File: src/rtl/core/ptsu_pkg.sv
package ptsu_pkg;

	typedef enum logic [2:0] {
		ST_UNUSED   = 3'd0,
		ST_SLEEPING = 3'd1,
		ST_RUNNABLE = 3'd2,
		ST_RUNNING  = 3'd3,
		ST_ZOMBIE   = 3'd4
	} slot_state_t;

	typedef enum logic [3:0] {
		OP_TICK    = 4'd0,
		OP_ALLOC   = 4'd1,
		OP_WAKE    = 4'd2,
		OP_SLEEP   = 4'd3,
		OP_YIELD   = 4'd4,
		OP_EXIT    = 4'd5,
		OP_FREE    = 4'd6,
		OP_PICK    = 4'd7,
		OP_SETPRIO = 4'd8,
		OP_STATS   = 4'd9
	} op_t;

	typedef enum logic [1:0] {
		RES_OK    = 2'd0,
		RES_NONE  = 2'd1,
		RES_WRONG = 2'd2
	} res_t;

	typedef enum logic [3:0] {
		S_CLEAR,
		S_IDLE,
		S_TICK_RD,
		S_TICK_WR,
		S_ALLOC_RD,
		S_ALLOC_CHK,
		S_SLOT_RD,
		S_SLOT_EXEC,
		S_BURST_MUL,
		S_BURST_DIV,
		S_PICK_RD,
		S_PICK_CHK,
		S_PICK_MUL,
		S_PICK_DIV,
		S_PICK_END,
		S_PICK_WR
	} fsm_t;

	typedef struct packed {
		slot_state_t st;
		logic [2:0]  prio;
		logic [31:0] queue_time;
		logic [31:0] burst_avg;
		logic [31:0] run_total;
		logic [31:0] ready_total;
		logic [31:0] sleep_total;
		logic [31:0] dispatch_time;
		logic [31:0] sleep_start;
	} slot_word_t;

	typedef struct packed {
		logic go;
		logic short_div;
	} div_req_t;

	localparam logic [1:0] POL_RR    = 2'd0;
	localparam logic [1:0] POL_FCFS  = 2'd1;
	localparam logic [1:0] POL_SRT   = 2'd2;
	localparam logic [1:0] POL_RATIO = 2'd3;

	localparam logic [2:0] CFG_POLICY  = 3'd0;
	localparam logic [2:0] CFG_ALPHA   = 3'd1;
	localparam logic [2:0] CFG_IBURST  = 3'd2;
	localparam logic [2:0] CFG_DECAY0  = 3'd3;
	localparam logic [2:0] CFG_DECAY1  = 3'd4;
	localparam logic [2:0] CFG_DECAY2  = 3'd5;
	localparam logic [2:0] CFG_DECAY3  = 3'd6;
	localparam logic [2:0] CFG_DECAY4  = 3'd7;

	localparam logic [2:0]  PRIO_NORMAL = 3'd2;
	localparam logic [2:0]  PRIO_MAX    = 3'd4;
	localparam logic [6:0]  PERCENT     = 7'd100;
	localparam logic [31:0] SAT32       = 32'hFFFF_FFFF;

	// ceil(2^27/100) and ceil(2^33/100): exact for 20-bit and 26-bit dividends
	localparam logic [20:0] RECIP_HI    = 21'd1342178;
	localparam logic [26:0] RECIP_LO    = 27'd85899346;

	function automatic logic [31:0] sat_add32(logic [31:0] a, logic [31:0] b);
		logic [32:0] s;
		s = {1'b0, a} + {1'b0, b};
		return s[32] ? SAT32 : s[31:0];
	endfunction

endpackage

File: src/rtl/core/ptsu_div.sv
module ptsu_div
	import ptsu_pkg::*;
(
	input  logic        clk,
	input  logic        arst_n,
	input  div_req_t    req,
	input  logic [39:0] dividend,
	input  logic [32:0] divisor,
	output logic        done,
	output logic [39:0] quotient
);

	localparam logic [5:0] STEPS_SHORT = 6'd8;
	localparam logic [5:0] STEPS_LONG  = 6'd40;

	logic        run_q, done_q;
	logic [5:0]  cnt_q;
	logic [33:0] rem_q;
	logic [39:0] sh_q, quo_q;
	logic [32:0] dvs_q;
	logic [33:0] trial;
	logic        ge;

	assign trial = {rem_q[32:0], sh_q[39]};
	assign ge    = trial >= {1'b0, dvs_q};

	always_ff @(posedge clk or negedge arst_n) begin
		if (!arst_n) begin
			run_q  <= 1'b0;
			done_q <= 1'b0;
			cnt_q  <= '0;
		end else begin
			done_q <= 1'b0;
			if (req.go) begin
				run_q <= 1'b1;
				cnt_q <= req.short_div ? STEPS_SHORT : STEPS_LONG;
			end else if (run_q) begin
				cnt_q <= cnt_q - 6'd1;
				if (cnt_q == 6'd1) begin
					run_q  <= 1'b0;
					done_q <= 1'b1;
				end
			end
		end
	end

	// short mode: quotient known to fit in 8 bits
	always_ff @(posedge clk) begin
		if (req.go) begin
			dvs_q <= divisor;
			quo_q <= '0;
			if (req.short_div) begin
				rem_q <= {2'b00, dividend[39:8]};
				sh_q  <= {dividend[7:0], 32'd0};
			end else begin
				rem_q <= '0;
				sh_q  <= dividend;
			end
		end else if (run_q) begin
			rem_q <= ge ? (trial - {1'b0, dvs_q}) : trial;
			sh_q  <= {sh_q[38:0], 1'b0};
			quo_q <= {quo_q[38:0], ge};
		end
	end

	assign done     = done_q;
	assign quotient = quo_q;

endmodule

File: config.mk
export PLATFORM = sky130hd
export DESIGN_NAME = ptsu_div
export DESIGN_NICKNAME = d
export VERILOG_FILES = /design/src/rtl/core/ptsu_pkg.sv /design/src/rtl/core/ptsu_div.sv
export SDC_FILE = /design/constraint.sdc
export NUM_CORES = 1
export LEC_CHECK = 0
export BUFFER_PORTS_ARGS = -buffer_cell sky130_fd_sc_hd__buf_2
export CORE_UTILIZATION = 52
export DETAILED_ROUTE_END_ITERATION = 6
export GPL_ROUTABILITY_DRIVEN = 0
export PLACE_DENSITY = 0.75
export REMOVE_ABC_BUFFERS = 1
export SLEW_MARGIN = 20
export SYNTH_ARGS = -nofsm -noshare
export SYNTH_HDL_FRONTEND = slang
export SYNTH_SLANG_ARGS = --single-unit
File: constraint.sdc
create_clock -name clk -period 3.2 [get_ports clk]
set_input_delay 0.32 -clock clk [delete_from_list [all_inputs] [get_ports clk]]
set_output_delay 0.32 -clock clk [all_outputs]
set_load 0.01 [all_outputs]
==> impl_metrics.yaml <==
critical_path:
  slowest_stage: "edfxtp_1"
  endpoint_kind: "flop"
  crit_path_max_incr_delay_ns: 0.41
  cp.required_ns: 3.35
  critical_path.max_fanout: 5
  worst_setup_path_start_kind: "flop"
  crit_chain: "ha_1 > a21o_1 > o31ai_4 > nand3_2 > a221oi_4 > a211oi_1 > or3_1 > a311oi_2 > a21oi_1"
  path_delay_family: "compound AO/OA/AOI/OAI gates"
  critPathKind: "reg2reg"
  arrival_ns: 3.23
  cp_num_buf_inv: 0
synth:
  yosysMostFrequentCell: "edfxtp_1"
  synthFlopType: "edfxtp_1"
  synth.distinct_cells: 57
  yosys_register_bits: 154
  synth_common_cells: "106 x edfxtp_1, 99 x nand2_1, 85 x nor2_1"
  synth_edf_count: 106
  syn_avg_cell_area_um2: 9.98
  yosys-top-cells-area: "edfxtp_1 39%, dfxtp_1 9.8%, mux2i_1 7.7%, ha_1 5.3%, nand2_1 4.5%"
  syn-cell-area_um2: 8190
  yosysTopAreaCell: "edfxtp_1"
  yosysWarnings: 0
  postSynthCellCount: 821
  ys_async_sr_fraction_pct: 5.19
  ys_seq_area_share_pct: 51.1
  yosysTopAreaCellShare_pct: 38.9
routing:
  wl_um: 17700
  wl_per_cell_um: 15.2
  ant_nets: 0
  drtIter0Drc: 423
  first_pass_iters: 5
  drc: 0
  routed_via_density: 5.36
  num_vias: 6248
timing:
  finalCriticalPeriod_ns: 3.08
  fmax_ghz: 0.325
  worstMarginPinSlew_ns: 0.627
  setup_viol_count_final: 0
  hold_violations: 0
  slew_viol_final: 0
  finalCritPeriodShare_pct: 96.2
  fin_skew_ns: 0.0105
  timing.slew.headroom_pct: 58.2
global_route:
  first_global_vias: 6091
  met1_usage_pct: 31.5
  antenna_found_initial: 1
  grt_usage_pct: 23.2
  grt_start_max_net_pins: 65
  grtUsageMet3_pct: 6.99
  met2_usage_pct: 35.8
  grt_pass1_wl_um: 29700
  overflow: 0
  grt_most_used_layer: "met2"
clock_tree:
  clk_pin_slew_ns: 0.06
  cts_max_level: 4
  cts_made_buffers: 17
  cts_root_buf: "clkbuf_16"
  cts_tree: "built"
  clk_latency_ns: 0.43
  clk_path_buf_depth: 2
  cts.sinks: 154
pwr:
  ir_worst_vdd_uv: 521
  p_leak_nw: 4.63
  power.total_w: 0.00782
  p_per_area_nw_per_um2: 806
finish:
  area_growth_pct: 18.4
  drive_gt1_share_pct: 19.4
  fin_nets: 1054
  post-route-util_pct: 63.3
  fin_area_um2: 9700
floorplanning:
  chipWidth_um: 128
  num_rows: 45
  start_util_pct: 53.5
  core_um2: 15300
  pin_count: 118
  fp.dieH_um: 128
  die_area_um2: 16300
outcome:
  status: "finished clean"
placement:
  numPortBuffers: 117
  place_area_um2: 9040
  hpwlAfterDp_um: 12300
min_path:
  hp-class: "in2reg"
run:
  max-cap-violations: 0
## area by class of cell
class / instances / area [µm²]
fillers: 1294 / 5620
multi-input cells: 553 / 3590
well taps: 211 / 264
diodes: 1 / 2.50
flip-flops and latches: 154 / 4190
clock inverters: 13 / 115
clock buffers: 19 / 454
inverters: 77 / 289
repair buffers: 138 / 803
## per-stage QoR
| stage | std cells | setup TNS [ns] | setup WS [ns] | hold WS, ns |
|---|---|---|---|---|
| after global routing | 1165 | -0.0289 | -0.0289 | 0.0402 |
| after CTS | 1161 | 0 | 0.0108 | 0.0405 |
| final | 1166 | 0 | 0.121 | 0.0568 |
| after floorplan | 784 | -35.15 | -0.448 | 0.0244 |
| after global placement | 1128 | 0 | 0.107 | 0.175 |
| after detailed placement | 1128 | 0 | 0.0307 | 0.173 |
## state kept, by name, summed over array words and instances, names as in the netlist
name	flops
cnt_q	6
done	1
dvs_q	33
quotient	40
rem_q	33
run_q	1
sh_q	40
## cells by family (layout without fill, tap and decap cells)
logic type	count (synthesis)	in the layout	synth area share (%)
buffers and inverters	114	247	5.45
XOR/XNOR	30	30	3.21
other	0	1	0
adder cells (fa/ha/maj)	36	36	5.59
AO/OA/AOI/OAI	181	181	14.0
multiplexers	64	64	7.83
AND/OR/NAND/NOR	242	242	12.8
flip-flops	154	154	51.1
## worst paths after layout
kind | start | to | slack (ns) | cells after the start
hold reg to reg | quotient[39] | quotient[39] | 0.50 | 2
setup reg to reg | rem_q[5] | rem_q[25] | 0.12 | 9
max in group asynchronous | arst_n | run_q | 2.76 | 2
setup / recovery | rem_q[5] | rem_q[25] | 0.12 | 9
hold / removal | divisor[8] | dvs_q[8] | 0.06 | 1
min in group asynchronous | arst_n | cnt_q[4] | 0.25 | 2
## report_power, final
part | total [W] | switching, W | internal (W) | leakage (nW)
clock network | 0.00195 | 0.000835 | 0.00112 | 0.276
logic | 0.00317 | 0.00175 | 0.00141 | 2.79
registers | 0.00270 | 0.000176 | 0.00252 | 1.57
total | 0.00782 | 0.00276 | 0.00506 | 4.63
## metal layers
metal | share of wire [%] | routed length (µm)
met5 | 0 | 0
met3 | 7.0 | 1240
met1 | 46 | 8240
met4 | 1.3 | 233
met2 | 45 | 8020
## cell usage in the layout (no fill, tap or decap), types with 11 or more instances in the layout
cell type / synthesis / routed
buf_2: 3 / 116
edfxtp_1: 106 / 106
nand2_1: 99 / 99
nor2_1: 85 / 85
inv_1: 77 / 76
mux2i_1: 63 / 63
o21ai_0: 62 / 61
dfxtp_1: 40 / 40
a21oi_1: 40 / 38
ha_1: 35 / 35
a21o_1: 21 / 21
xnor2_1: 19 / 19
clkbuf_16: 0 / 19
buf_4: 0 / 17
o21ai_1: 15 / 16
nand3_1: 13 / 13
xor2_1: 11 / 11
## worst reg2reg max path, delay by kind of cell, from the launching register on
| family | cells | cell delay (ns) |
|---|---|---|
| AOI/OAI and AO/OA | 6 | 1.53 |
| DFF | 1 | 0.41 |
| and+or+nand+nor | 2 | 0.50 |
| adders and majority gates | 1 | 0.38 |
## what timing repair did
action	CTS	global route
buffers inserted	0	3
hold buffers	1	0
gates resized for setup	0	9
hold endpoints to repair	8	0
endpoints found under the setup margin	0	28
Note: power is estimated with default switching activity, not from simulation.
